`src/hw/rtl/srsc_pkg.sv`:
```
package srsc_pkg;

    typedef enum logic [2:0] {
        MODE_IDLE  = 3'd0,
        MODE_INIT  = 3'd1,
        MODE_RUN   = 3'd2,
        MODE_STOP  = 3'd3,
        MODE_HALT  = 3'd4,
        MODE_ERROR = 3'd5,
        MODE_RESET = 3'd6
    } mode_t;

    localparam logic [0:0] CFG_DEBOUNCE_LIMIT = 1'b0;
    localparam logic [0:0] CFG_RESET_TIMEOUT  = 1'b1;

    localparam int unsigned CFG_DATA_BITS = 16;

    localparam logic [3:0]  STALE_LIMIT  = 4'd10;
    localparam logic [3:0]  STALE_MAX    = 4'd15;
    localparam logic [7:0]  DEBOUNCE_MAX = 8'hFF;
    localparam logic [15:0] TIMER_MAX    = 16'hFFFF;

    typedef struct packed {
        mode_t       mode;
        logic [7:0]  debounce_count;
        logic [3:0]  stale_count;
        logic [15:0] error_timer;
    } state_t;

    typedef struct packed {
        logic       estop_pressed;
        logic       error_flag;
        logic       halt_flag;
        logic       halt_ok;
    } flags_t;

    typedef struct packed {
        logic [2:0] mode;
        logic       enable_strobe;
        logic       disable_strobe;
        logic       drive_update;
        logic       halt_control;
        logic       clear_errors;
        logic       estop_assert;
        logic       estop_release;
    } result_t;

endpackage

```
`src/hw/rtl/safety_run_state_controller.sv`:
```
// Channel   Direction  Handshake              Payload
// tick      in         s_valid / s_ready      s_commanded_state, s_estop_pressed, s_error_flag,
//                                             s_halt_flag, s_halt_ok, s_heartbeat
// result    out        m_valid / m_ready      m_mode and the seven strobes
// config    in         cfg_we                 cfg_index, cfg_data
//
// A tick is captured in an input register, evaluated combinationally against the mode and
// counters and written to the result register, which drives the result port; the state
// registers are updated on the same edge as the result register.
// One tick per cycle is sustained while the result port is not stalled.
// Reset is synchronous on aresetn low and restores idle mode, zero counters and the
// register defaults. A stalled result holds the result register and, behind it, the
// input register; s_ready drops only when both are full.
module safety_run_state_controller #(
    parameter int unsigned HEARTBEAT_BITS = 16
) (
    input  logic                      aclk,
    input  logic                      aresetn,

    input  logic                      cfg_we,
    input  logic [0:0]                cfg_index,
    input  logic [15:0]               cfg_data,

    input  logic                      s_valid,
    output logic                      s_ready,
    input  logic [2:0]                s_commanded_state,
    input  logic                      s_estop_pressed,
    input  logic                      s_error_flag,
    input  logic                      s_halt_flag,
    input  logic                      s_halt_ok,
    input  logic [HEARTBEAT_BITS-1:0] s_heartbeat,

    output logic                      m_valid,
    input  logic                      m_ready,
    output logic [2:0]                m_mode,
    output logic                      m_enable_strobe,
    output logic                      m_disable_strobe,
    output logic                      m_drive_update,
    output logic                      m_halt_control,
    output logic                      m_clear_errors,
    output logic                      m_estop_assert,
    output logic                      m_estop_release
);

    logic [7:0]                debounce_limit_reg;
    logic [15:0]               reset_timeout_reg;

    srsc_pkg::state_t          state_reg;
    srsc_pkg::state_t          state_next;
    logic [HEARTBEAT_BITS-1:0] last_hb_reg;
    logic [HEARTBEAT_BITS-1:0] last_hb_next;

    logic                      in_valid_reg;
    logic [2:0]                cmd_reg;
    srsc_pkg::flags_t          flags_reg;
    logic [HEARTBEAT_BITS-1:0] hb_reg;

    logic                      out_valid_reg;
    srsc_pkg::result_t         result_reg;
    srsc_pkg::result_t         result_next;

    logic                      advance;

    assign advance = in_valid_reg && (!out_valid_reg || m_ready);
    assign s_ready = !in_valid_reg || advance;

    always_ff @(posedge aclk) begin
        if (!aresetn) begin
            debounce_limit_reg <= 8'd5;
            reset_timeout_reg  <= 16'd1000;
        end else if (cfg_we) begin
            unique case (cfg_index)
                srsc_pkg::CFG_DEBOUNCE_LIMIT: debounce_limit_reg <= cfg_data[7:0];
                srsc_pkg::CFG_RESET_TIMEOUT:  reset_timeout_reg  <= cfg_data;
                default: ;
            endcase
        end
    end

    always_ff @(posedge aclk) begin
        if (!aresetn) begin
            in_valid_reg <= 1'b0;
        end else if (s_ready) begin
            in_valid_reg <= s_valid;
        end
    end

    always_ff @(posedge aclk) begin
        if (s_valid && s_ready) begin
            cmd_reg   <= s_commanded_state;
            flags_reg <= '{estop_pressed: s_estop_pressed, error_flag: s_error_flag,
                           halt_flag: s_halt_flag, halt_ok: s_halt_ok};
            hb_reg    <= s_heartbeat;
        end
    end

    srsc_step #(
        .HEARTBEAT_BITS(HEARTBEAT_BITS)
    ) u_step (
        .state_cur      (state_reg),
        .last_hb        (last_hb_reg),
        .debounce_limit (debounce_limit_reg),
        .reset_timeout  (reset_timeout_reg),
        .cmd            (cmd_reg),
        .flags          (flags_reg),
        .hb             (hb_reg),
        .state_next     (state_next),
        .last_hb_next   (last_hb_next),
        .result         (result_next)
    );

    always_ff @(posedge aclk) begin
        if (!aresetn) begin
            state_reg   <= '{mode: srsc_pkg::MODE_IDLE, debounce_count: 8'd0,
                             stale_count: 4'd0, error_timer: 16'd0};
            last_hb_reg <= '0;
        end else if (advance) begin
            state_reg   <= state_next;
            last_hb_reg <= last_hb_next;
        end
    end

    always_ff @(posedge aclk) begin
        if (!aresetn) begin
            out_valid_reg <= 1'b0;
        end else if (advance) begin
            out_valid_reg <= 1'b1;
        end else if (m_ready) begin
            out_valid_reg <= 1'b0;
        end
    end

    always_ff @(posedge aclk) begin
        if (advance) begin
            result_reg <= result_next;
        end
    end

    assign m_valid          = out_valid_reg;
    assign m_mode           = result_reg.mode;
    assign m_enable_strobe  = result_reg.enable_strobe;
    assign m_disable_strobe = result_reg.disable_strobe;
    assign m_drive_update   = result_reg.drive_update;
    assign m_halt_control   = result_reg.halt_control;
    assign m_clear_errors   = result_reg.clear_errors;
    assign m_estop_assert   = result_reg.estop_assert;
    assign m_estop_release  = result_reg.estop_release;

endmodule

```
`src/hw/rtl/srsc_step.sv`:
```
module srsc_step #(
    parameter int unsigned HEARTBEAT_BITS = 16
) (
    input  srsc_pkg::state_t         state_cur,
    input  logic [HEARTBEAT_BITS-1:0] last_hb,
    input  logic [7:0]               debounce_limit,
    input  logic [15:0]              reset_timeout,
    input  logic [2:0]               cmd,
    input  srsc_pkg::flags_t         flags,
    input  logic [HEARTBEAT_BITS-1:0] hb,
    output srsc_pkg::state_t         state_next,
    output logic [HEARTBEAT_BITS-1:0] last_hb_next,
    output srsc_pkg::result_t        result
);

    // The branches are evaluated in the order idle, init, run, stop, halt, reset, error so that
    // a state left early in a tick hands over to the logic of the state it moves to.
    always_comb begin
        srsc_pkg::mode_t m;
        logic            done;
        logic [7:0]      deb;
        logic [3:0]      stale;
        logic [15:0]     timer;

        m     = state_cur.mode;
        done  = 1'b0;
        deb   = state_cur.debounce_count;
        stale = state_cur.stale_count;
        timer = state_cur.error_timer;
        last_hb_next = last_hb;
        result = '0;

        if (flags.estop_pressed) begin
            if (deb != srsc_pkg::DEBOUNCE_MAX) begin
                deb = deb + 8'd1;
            end
        end else if (deb != 8'd0) begin
            deb = deb - 8'd1;
        end

        if (m == srsc_pkg::MODE_IDLE) begin
            result.estop_release = 1'b1;
            if (cmd == srsc_pkg::MODE_RUN) begin
                m = srsc_pkg::MODE_INIT;
            end
            done = 1'b1;
        end

        if (!done && m == srsc_pkg::MODE_INIT) begin
            result.clear_errors = 1'b1;
            stale = 4'd0;
            if (flags.estop_pressed || flags.error_flag || flags.halt_flag) begin
                m = srsc_pkg::MODE_ERROR;
                timer = 16'd0;
            end else begin
                result.enable_strobe = 1'b1;
                m = srsc_pkg::MODE_RUN;
                done = 1'b1;
            end
        end

        if (!done && m == srsc_pkg::MODE_RUN) begin
            if (cmd == srsc_pkg::MODE_STOP || cmd == srsc_pkg::MODE_IDLE) begin
                m = srsc_pkg::MODE_STOP;
            end else if (cmd == srsc_pkg::MODE_HALT) begin
                m = srsc_pkg::MODE_HALT;
            end else if (cmd == srsc_pkg::MODE_ERROR) begin
                m = srsc_pkg::MODE_ERROR;
                timer = 16'd0;
            end
            if (hb == last_hb) begin
                if (stale != srsc_pkg::STALE_MAX) begin
                    stale = stale + 4'd1;
                end
            end else begin
                stale = 4'd0;
            end
            last_hb_next = hb;
            if (stale >= srsc_pkg::STALE_LIMIT) begin
                m = srsc_pkg::MODE_ERROR;
            end
            if (flags.halt_flag) begin
                m = srsc_pkg::MODE_HALT;
            end
            if (deb > debounce_limit) begin
                m = srsc_pkg::MODE_ERROR;
                timer = 16'd0;
            end
            if (flags.error_flag) begin
                m = srsc_pkg::MODE_ERROR;
                timer = 16'd0;
                result.disable_strobe = 1'b1;
            end
            if (m == srsc_pkg::MODE_RUN) begin
                result.drive_update = 1'b1;
                done = 1'b1;
            end
        end

        if (!done && m == srsc_pkg::MODE_STOP) begin
            result.disable_strobe = 1'b1;
            m = srsc_pkg::MODE_IDLE;
            done = 1'b1;
        end

        if (!done && m == srsc_pkg::MODE_HALT) begin
            if (deb > debounce_limit) begin
                m = srsc_pkg::MODE_ERROR;
                timer = 16'd0;
            end
            if (flags.error_flag) begin
                m = srsc_pkg::MODE_ERROR;
                result.disable_strobe = 1'b1;
                timer = 16'd0;
            end
            if (m == srsc_pkg::MODE_HALT) begin
                result.halt_control = 1'b1;
                if (!flags.halt_ok) begin
                    m = srsc_pkg::MODE_ERROR;
                    result.disable_strobe = 1'b1;
                    timer = 16'd0;
                end
                done = 1'b1;
            end
        end

        if (!done && m == srsc_pkg::MODE_RESET) begin
            result.estop_release = 1'b1;
            result.clear_errors = 1'b1;
            stale = 4'd0;
            deb = 8'd0;
            m = srsc_pkg::MODE_IDLE;
            done = 1'b1;
        end

        if (!done && m == srsc_pkg::MODE_ERROR) begin
            result.estop_assert = 1'b1;
            if (timer != srsc_pkg::TIMER_MAX) begin
                timer = timer + 16'd1;
            end
            if (cmd == srsc_pkg::MODE_RESET && timer > reset_timeout) begin
                m = srsc_pkg::MODE_RESET;
            end
        end

        result.mode = m;
        state_next.mode = m;
        state_next.debounce_count = deb;
        state_next.stale_count = stale;
        state_next.error_timer = timer;
    end

endmodule

```
`config.mk`:
```
export PLATFORM = sky130hd
export DESIGN_NAME = safety_run_state_controller
export DESIGN_NICKNAME = d
export VERILOG_FILES = /design/src/hw/rtl/srsc_pkg.sv /design/src/hw/rtl/safety_run_state_controller.sv /design/src/hw/rtl/srsc_step.sv
export SDC_FILE = /design/constraint.sdc
export NUM_CORES = 1
export LEC_CHECK = 0
export ABC_AREA = 0
export BUFFER_PORTS_ARGS = -buffer_cell sky130_fd_sc_hd__buf_2
export CORE_ASPECT_RATIO = 1.75
export CORE_MARGIN = 3
export CORE_UTILIZATION = 55
export CTS_CLUSTER_SIZE = 14
export DETAILED_ROUTE_END_ITERATION = 10
export HOLD_SLACK_MARGIN = 0.06
export PLACE_DENSITY_LB_ADDON = 0.15
export REMOVE_ABC_BUFFERS = 1
export SYNTH_ARGS = -nofsm -noshare
export SYNTH_HDL_FRONTEND = slang
export SYNTH_HIERARCHICAL = 1
export SYNTH_SLANG_ARGS = --single-unit
```
`constraint.sdc`:
```
create_clock -name aclk -period 10.4 [get_ports aclk]
set_clock_uncertainty 0.05 [all_clocks]
set_input_delay 0.52 -clock aclk [delete_from_list [all_inputs] [get_ports aclk]]
set_output_delay 0.52 -clock aclk [all_outputs]
set_load 0.01 [all_outputs]
```
==> flow_metrics.tcl, run 1 <==
set metrics [dict create \
    outcome "finished, final reports clean" \
    slew-limit-headroom_pct 29.8 \
    drt-pass1-iter-count 7 \
    largest_reg_flops 31 \
    worstSetupStartpointType "flip-flop" \
    cts.repair_timing.setup_buffer_count 0 \
    dp_hpwl_um 11600 \
    synth_area_sq_mm 0.00669 \
    dp_worst_setup_slack_ps 2320 \
    synth-edff-count 33 \
    worst_hold_startpoint "s_heartbeat[9]" \
    global_route.overflow_total 0 \
    internal_power_mw 0.697 \
    worst_hold_path.num_cells 1 \
    num_antenna_cells 0 \
    avgSynthCellArea_sq_um 8.20 \
    area_delta_synth_final_pct 8.38 \
    power_per_cell_area_mw_per_mm2 132 \
    switching_power_mw 0.257 \
    detail_route.drc_violations 0 \
    cts_tree "done" \
    initial_core_util_pct 57.1 \
    p_sw_share_pct 26.9 \
    antenna_found_initial 0 \
    setup_viol 0 \
    capturing_point_of_the_worst_reg2reg_path "state_reg[28]" \
    r2r_slack_ps 2140 \
    num_rows 52 \
    max_cap_violations 0 \
    placed_cell_area_sq_mm 0.00693 \
    worst_setup_hold_path_clk_slew_ps 70 \
    pwr-share-seq_pct 47.6 \
    clk_path_buf_depth 2 \
    via_count 5819 \
    tightest_slew_ps 1050 \
    via_count_of_the_first_global_routing_pass 5570 \
    fill_count 1050 \
    period_minus_slack_ps 8260 \
    cpPeakStageDelay_ps 480 \
    holdPathEnd "hb_reg[9]" \
    crit-reg2reg-launch "state_reg[20]" \
    layout.area.seq_sq_mm 0.00245 \
    gp_congestion 0.880 \
    clock_insertion_delay_at_the_later_pin_of_the_skew_report_ps 350 \
    postSynth.asyncResetShare_pct 0 \
    multi_input_area_sq_mm 0.00387 \
    ff2ff_path_depth 34 \
    final-hold-violation-count 0 \
    timing.final.ws_setup_ps 2140 \
    global_route_wire_length_before_repair_um 26400 \
    clk_root_buffer_cell "clkbuf_16" \
    die_area_sq_mm 0.0136 \
    path_max_fanout 14 \
    groute.layer.met3.usage_pct 3.14 \
    clockPowerShare_pct 37.7 \
    detail_route.iter0.violations 286 \
    finalSetupTns_ps 0 \
    cts-buffers-inserted 9 \
    fmax_mhz 121 \
    num-nets-final 917 \
    path_class "flip-flop to flip-flop" \
    required_ps 10630 \
    hold_buffers 0 \
    drive_above_1_share_pct 10.7 \
    cts-htree-levels 3 \
    grt_max_degree 66 \
    grt_setup_unrepaired "false" \
    cpMaxStageDelayCell "dfxtp_1" \
    register_area_share_after_synthesis_pct 36.7 \
    crit_path_end_kind "flip-flop" \
    synthesis.yosys.warnings 6 \
    cts_resized 0 \
    synth.ff_latch_count 106 \
    combPwrFrac_pct 14.7 \
    antenna_violating_nets_post_route 0 \
    use_met1_pct 28.6 \
    portBuffers 56 \
    die_h_um 152 \
    coreArea_sq_mm 0.0117 \
    min-delay-path-class "input port to flip-flop" \
    crit_path_frequent_cell "ha_1" \
    drt-total-wl_um 16100 \
    grt.total_usage_pct 24.2 \
    crit_arrival_ps 8480 \
    final_max_slew_viol_count 0 \
    detail_route.vias_per_cell 5.92 \
    finish.instance_area_sq_mm 0.00725 \
    clock_sink_count 106 \
    post_drt_wl_per_cell_um 16.4 \
    syn_inst 816 \
    globalRoute.busiestLayer "met2" \
    irDropWorstVdd_mv 0.0961 \
    total_leakage_power_nw 2.87 \
    io-pin-count 57 \
    synth_top_flop_cell "dfxtp_1" \
    layout_worst_path_cycle_share_pct 79.4 \
    die_x_um 89.4 \
    grt_use_met2_pct 43.1 \
    synth_cell_type_count 73 \
]
cell usage after synthesis, types with 4 or more instances:
| cell | number | area share [%] |
|---|---|---|
| nand2_1 | 220 | 12 |
| dfxtp_1 | 73 | 22 |
| mux2i_1 | 50 | 7.5 |
| nor2_1 | 49 | 2.7 |
| edfxtp_1 | 33 | 15 |
| inv_1 | 31 | 1.7 |
| xnor2_1 | 30 | 3.9 |
| ha_1 | 29 | 5.4 |
| clkbuf_1 | 26 | 1.5 |
| a21oi_1 | 25 | 1.9 |
| nand3_1 | 25 | 1.9 |
| o21ai_0 | 21 | 1.6 |
| a21boi_0 | 19 | 2.1 |
| nand4_1 | 17 | 1.6 |
| and2_1 | 15 | 1.4 |
| and3_1 | 10 | 0.94 |
| nand2b_1 | 9 | 0.84 |
| nor3_1 | 9 | 0.67 |
| nor2b_1 | 8 | 0.75 |
| or3_1 | 8 | 0.75 |
| buf_2 | 7 | 0.52 |
| o21a_1 | 7 | 0.79 |
| a211oi_1 | 6 | 0.67 |
| buf_4 | 5 | 0.56 |
| xor2_1 | 5 | 0.65 |
| a22oi_1 | 4 | 0.45 |
| a311oi_1 | 4 | 0.52 |
| nand3b_1 | 4 | 0.45 |
cells by family (layout without fill, tap and decap cells):
logic type,after synthesis,in the layout,synth area share (%)
mux,52,52,7.82
simple gates,396,396,27.2
xor+xnor,35,35,4.58
compound gates,121,121,12.7
buf+inv,77,109,5.63
fa+ha+maj,29,29,5.42
flops,106,106,36.7
final cells by class:
| cell class | instances | share of cell area [%] |
|---|---|---|
| clock buffers | 12 | 3.90 |
| clock inverters | 4 | 0.518 |
| inverters | 32 | 1.66 |
| multi-input cells | 633 | 53.4 |
| flip-flops and latches | 106 | 33.8 |
| well taps | 135 | 2.33 |
| repair buffers | 61 | 4.42 |
per-layer routing:
metal | up-vias | wire (um) | share of wire [%]
met5 | - | 0 | 0
met4 | 0 | 440 | 2.7
met3 | 35 | 529 | 3.3
met2 | 150 | 8550 | 53
met1 | 2771 | 6580 | 41
li1 | 2863 | - | -
power by group through the flow:
stage	Combinational, mW	Clock (mW)	Sequential, mW
global placement	0.135	0	0.463
CTS	0.140	0.365	0.454
detailed placement	0.139	0	0.464
global route	0.155	0.383	0.456
floorplan	0.0965	0	0.461
finish	0.140	0.359	0.454
cells in the final DEF, fill, tap and decap left out, drive strengths merged, types with 10 or more instances in the layout:
| cell | n |
|---|---|
| nand2 | 220 |
| dfxtp | 73 |
| buf | 61 |
| mux2i | 50 |
| nor2 | 50 |
| inv | 34 |
| edfxtp | 33 |
| xnor2 | 30 |
| ha | 29 |
| a21oi | 25 |
| nand3 | 25 |
| o21ai | 25 |
| a21boi | 19 |
| nand4 | 17 |
| and2 | 15 |
| clkbuf | 12 |
| and3 | 10 |
critical path: cells and delay by family, from the launching register on:
| family | cells | cell delay, ps |
|---|---|---|
| compound gates | 14 | 2940 |
| xor+xnor | 1 | 130 |
| simple gates | 12 | 2700 |
| flops | 1 | 480 |
| buf+inv | 1 | 210 |
| fa+ha+maj | 4 | 1150 |
| mux | 2 | 500 |
worst max-delay path by stage:
stage                        from             to  slack (ps)
floorplan           state_reg[22]  state_reg[29]        2940
global placement    state_reg[20]  state_reg[28]        2630
detailed placement  state_reg[20]  state_reg[28]        2320
finish              state_reg[20]  state_reg[28]        2140
global route        state_reg[22]  state_reg[28]        1570
CTS                 state_reg[20]  state_reg[28]        2270
metrics by stage:
| step | util [%] | std cells | power [mW] | hold slack, ps |
|---|---|---|---|---|
| floorplan | - | 771 | 0.557 | 388 |
| global route | 61.9 | 983 | 0.995 | 279 |
| global placement | 59.2 | 967 | 0.597 | 402 |
| CTS | 61.9 | 983 | 0.959 | 284 |
| finish | 61.9 | 983 | 0.954 | 289 |
| detailed placement | 59.2 | 967 | 0.602 | 405 |
Note: power is estimated with default switching activity, not from simulation.
==> inputs of run 2 (changes only) <==
clock period = 6.9 ns   (was 10.4 ns; I/O delays follow)
==> flow_metrics.tcl, run 2 (synthesized netlist as in run 1, its figures left out) <==
set metrics [dict create \
    cpPeakStageDelay_ps 560 \
    layout_commonest_cell "nand2_1" \
    final-hold-violation-count 0 \
    dp_hpwl_um 11800 \
    power.total_mw 1.45 \
    power_per_cell_area_mw_per_mm2 189 \
    crit_arrival_ps 6830 \
    tightest_slew_ps 1030 \
    clockPowerShare_pct 35.1 \
    portBuffers 56 \
    p_sw_share_pct 26.8 \
    layout.cells.most_common_list "220 x nand2_1, 70 x dfxtp_1, 55 x buf_2" \
    die_x_um 89.4 \
    clk_root_buffer_cell "clkbuf_16" \
    drt-pass1-iter-count 6 \
    fill_count 1027 \
    area_delta_synth_final_pct 14.1 \
    grt_max_degree 81 \
    path_class "flip-flop to flip-flop" \
    gp_congestion 0.905 \
    num-nets-final 946 \
    initial_core_util_pct 57.1 \
    detail_route.drc_violations 0 \
    clk_path_buf_depth 2 \
    path_max_fanout 5 \
    fmax_mhz 151 \
    clock_sink_count 106 \
    outcome "finished, final reports clean" \
    via_count 5978 \
    period_minus_slack_ps 6610 \
    setup_viol 0 \
    route.layer.met1.wl_um 6300 \
    placed_cell_area_sq_mm 0.00709 \
    global_route_wire_length_before_repair_um 26200 \
    grt.total_usage_pct 23.9 \
    highest_layer "met4" \
    cts_tree "done" \
    largest_reg_flops 31 \
    cts-buffers-inserted 9 \
    min-delay-path-class "input port to flip-flop" \
    wl_met3_um 704 \
    max_cap_violations 0 \
    finish.instance_area_sq_mm 0.00763 \
    drive_above_1_share_pct 16.8 \
    die_h_um 152 \
    global_route.overflow_total 0 \
    crit_path_frequent_cell "nor2_4" \
    hold_buffers 0 \
    post_drt_wl_per_cell_um 16.1 \
    coreArea_sq_mm 0.0117 \
    crit_path_end_kind "flip-flop" \
    multi_input_area_sq_mm 0.00405 \
    via_count_of_the_first_global_routing_pass 5780 \
    worst_setup_hold_path_clk_slew_ps 70 \
    num_antenna_cells 0 \
    cts-htree-levels 3 \
    switching_power_mw 0.387 \
    io-pin-count 57 \
    total_leakage_power_nw 3.02 \
    num_rows 52 \
    pwr-share-seq_pct 47.0 \
    layout_worst_path_cycle_share_pct 95.8 \
    antenna_violating_nets_post_route 0 \
    final_max_slew_viol_count 0 \
    die_area_sq_mm 0.0136 \
    drt-total-wl_um 16300 \
    required_ps 7120 \
    met2_wirelength_um 8530 \
    worstSetupStartpointType "flip-flop" \
    layout.area.seq_sq_mm 0.00246 \
    irDropWorstVdd_mv 0.183 \
    antenna_found_initial 0 \
    internal_power_mw 1.06 \
    combPwrFrac_pct 17.8 \
    clock_insertion_delay_at_the_later_pin_of_the_skew_report_ps 350 \
    cpMaxStageDelayCell "or4_4" \
    detail_route.iter0.violations 413 \
    detail_route.vias_per_cell 5.91 \
    slew-limit-headroom_pct 31.5 \
]
==> run 2: worst paths after layout <==
| path | startpoint | end | slack (ps) | cells past startpoint |
|---|---|---|---|---|
| max | state_reg[23] | state_reg[28] | 290 | 32 |
| min | s_heartbeat[9] | hb_reg[9] | 120 | 1 |
| max reg2reg | state_reg[23] | state_reg[28] | 290 | 32 |
| min reg2reg | reset_timeout_reg[14] | reset_timeout_reg[14] | 420 | 2 |
==> run 2: critical path, delay by kind of cell, from the launching register on <==
| family | cells | cell delay, ps |
|---|---|---|
| AO/OA/AOI/OAI | 14 | 2920 |
| adder cells (fa/ha/maj) | 3 | 600 |
| flip-flops | 1 | 330 |
| multiplexers | 2 | 460 |
| AND/OR/NAND/NOR | 13 | 2190 |
==> run 2: area by class of cell <==
cell class                      count  share of cell area (%)
Multi-Input combinational cell    633                    53.1
Sequential cell                   106                    32.2
Timing Repair Buffer               90                    7.10
Clock buffer                       10                    3.00
Tap cell                          135                    2.21
Inverter                           32                    1.57
Clock inverter                      6                   0.869
==> run 2: per-stage QoR <==
step	util, %	worst slack (ps)	setup TNS, ps	hold slack (ps)	std cells
after floorplan	-	-560	-1950	367	771
after global placement	60.5	-27.6	-27.6	406	988
after detailed placement	60.5	-280	-698	409	988
after CTS	63.5	31.1	0	111	1005
after global routing	65.2	-47.8	-47.8	110	1012
final	65.2	290	0	120	1012
==> run 2: power by group through the flow <==
stage	Sequential [mW]	Clock (mW)	Combinational (mW)
2_1_floorplan	0.694	0	0.145
3_3_place_gp	0.693	0	0.219
3_5_place_dp	0.694	0	0.223
4_1_cts	0.680	0.521	0.234
5_1_grt	0.683	0.547	0.283
6_report	0.681	0.508	0.258
==> run 2: repair_timing <==
item,CTS,global route
pin swaps,2,23
setup buffers,1,7
endpoints found under the hold margin,0,0
resized for setup,8,38
setup endpoints to repair,4,4
==> run 2: metal layers <==
metal  global-route usage, %  vias to the layer above
li1                        -                     2916
met1                    26.9                     2801
met2                    41.8                      198
met3                    3.79                       63
met4                    12.1                        0
met5                       0                        -
==> inputs of run 3 (changes only) <==
GPL_TIMING_DRIVEN = 0   (was default)
==> flow_metrics.tcl, run 3 (synthesized netlist as in run 1, its figures left out) <==
set metrics [dict create \
    largest_reg_flops 31 \
    slew-limit-headroom_pct 32.8 \
    detail_route.iter0.violations 437 \
    power.total_mw 1.50 \
    gp_congestion 0.921 \
    num_rows 52 \
    portBuffers 56 \
    layout_commonest_cell "nand2_1" \
    initial_core_util_pct 57.1 \
    cts-htree-levels 3 \
    power_per_cell_area_mw_per_mm2 193 \
    layout.cells.most_common_list "219 x nand2_1, 65 x dfxtp_1, 55 x buf_2" \
    max_cap_violations 0 \
    grt.total_usage_pct 23.1 \
    worst_hold_startpoint "s_heartbeat[4]" \
    clk_root_buffer_cell "clkbuf_16" \
    total_leakage_power_nw 3.04 \
    area_delta_synth_final_pct 16.4 \
    fmax_mhz 148 \
    antenna_found_initial 0 \
    hold_buffers 0 \
    die_h_um 152 \
    ff2ff_path_depth 31 \
    final_max_slew_viol_count 0 \
    detail_route.vias_per_cell 5.81 \
    clock_sink_count 106 \
    post_drt_wl_per_cell_um 15.7 \
    cts_tree "done" \
    num-nets-final 937 \
    crit_path_end_kind "flip-flop" \
    period_minus_slack_ps 6750 \
    global_route_wire_length_before_repair_um 25400 \
    cpPeakStageDelay_ps 560 \
    drive_above_1_share_pct 19.0 \
    grt_max_degree 83 \
    die_area_sq_mm 0.0136 \
    capturing_point_of_the_worst_reg2reg_path "state_reg[28]" \
    num_antenna_cells 0 \
    path_class "flip-flop to flip-flop" \
    io-pin-count 57 \
    drt-pass1-iter-count 7 \
    layout_worst_path_cycle_share_pct 97.8 \
    dp_worst_setup_slack_ps -2100 \
    multi_input_area_sq_mm 0.00418 \
    coreArea_sq_mm 0.0117 \
    irDropWorstVdd_mv 0.134 \
    die_x_um 89.4 \
    worst_setup_hold_path_clk_slew_ps 70 \
    finalSetupTns_ps 0 \
    cts-buffers-inserted 9 \
    outcome "finished, final reports clean" \
    required_ps 7120 \
    clock_insertion_delay_at_the_later_pin_of_the_skew_report_ps 350 \
    drt-total-wl_um 15700 \
    hold_ws_ps 114 \
    clk_path_buf_depth 2 \
    crit_arrival_ps 6970 \
    holdPathEnd "hb_reg[4]" \
    tightest_slew_ps 1010 \
    timing.final.ws_setup_ps 152 \
    worstSetupStartpointType "flip-flop" \
    min-delay-path-class "input port to flip-flop" \
    via_count_of_the_first_global_routing_pass 5562 \
    crit-reg2reg-launch "state_reg[23]" \
    antenna_violating_nets_post_route 0 \
    cpMaxStageDelayCell "or4_4" \
    path_max_fanout 5 \
    grt_setup_unrepaired "true" \
    layout.area.seq_sq_mm 0.00247 \
    r2r_slack_ps 150 \
    fill_count 980 \
    global_route.overflow_total 0 \
    detail_route.drc_violations 0 \
    worst_hold_path.num_cells 1 \
    setup_viol 0 \
    via_count 5832 \
    critPathLaunch "state_reg[23]" \
    dp_hpwl_um 11100 \
    final-hold-violation-count 0 \
]
==> run 3: cell types whose count changed in the layout (fill, tap and decap cells not counted), sizes merged <==
cell / previous run / this run
clkinvlp: 1 / 0
buf: 90 / 81
clkinv: 4 / 2
inv: 32 / 35
==> run 3: stage by stage <==
stage | utilization [%] | area, sq um | cells
3_3_place_gp | 58.8 | 6880 | 962
5_1_grt | 66.5 | 7790 | 1003
6_report | 66.5 | 7790 | 1003
4_1_cts | 64.3 | 7530 | 991
2_1_floorplan | - | 6430 | 771
3_5_place_dp | 59.7 | 6990 | 966
==> run 3: worst max-delay path: cells and delay by family, from the launching register on <==
| kind | cells | cell delay [ps] |
|---|---|---|
| simple gates | 12 | 2400 |
| mux | 2 | 450 |
| flops | 1 | 360 |
| fa+ha+maj | 3 | 700 |
| compound gates | 14 | 2720 |
==> run 3: report_power, final <==
part | switching, mW | total [mW] | internal, mW
Sequential | 0.0198 | 0.684 | 0.664
Clock | 0.241 | 0.537 | 0.296
Combinational | 0.153 | 0.284 | 0.130
Total | 0.414 | 1.50 | 1.09
==> run 3: cell type report <==
| type | instances | share of cell area, % |
|---|---|---|
| Timing Repair Buffer | 81 | 6.88 |
| Clock buffer | 10 | 3.07 |
| Inverter | 32 | 1.54 |
| Sequential cell | 106 | 31.7 |
| Multi-Input combinational cell | 633 | 53.7 |
| Tap cell | 135 | 2.17 |
| Clock inverter | 6 | 0.884 |
==> run 3: how the worst max path moves through the flow <==
| stage | endpoint | slack (ps) | cells after the start |
|---|---|---|---|
| finish | state_reg[28] | 150 | 31 |
| global route | state_reg[28] | -70 | 33 |
| CTS | state_reg[28] | 8 | 31 |
| detailed placement | state_reg[28] | -2100 | 32 |
| global placement | state_reg[29] | -2110 | 32 |
| floorplan | state_reg[29] | -560 | 33 |
==> run 3: layer usage <==
layer / up-vias / track usage, % / share of wire (%)
met2: 154 / 41.6 / 53
li1: 2895 / - / -
met3: 27 / 3.63 / 3.8
met1: 2756 / 26.7 / 41
met4: 0 / 7.81 / 1.9
met5: - / 0 / 0
==> run 3: timing repair <==
action | CTS | global route
endpoints found under the setup margin | 18 | 4
setup buffers | 9 | 12
pin swaps | 16 | 26
resized for setup | 42 | 40
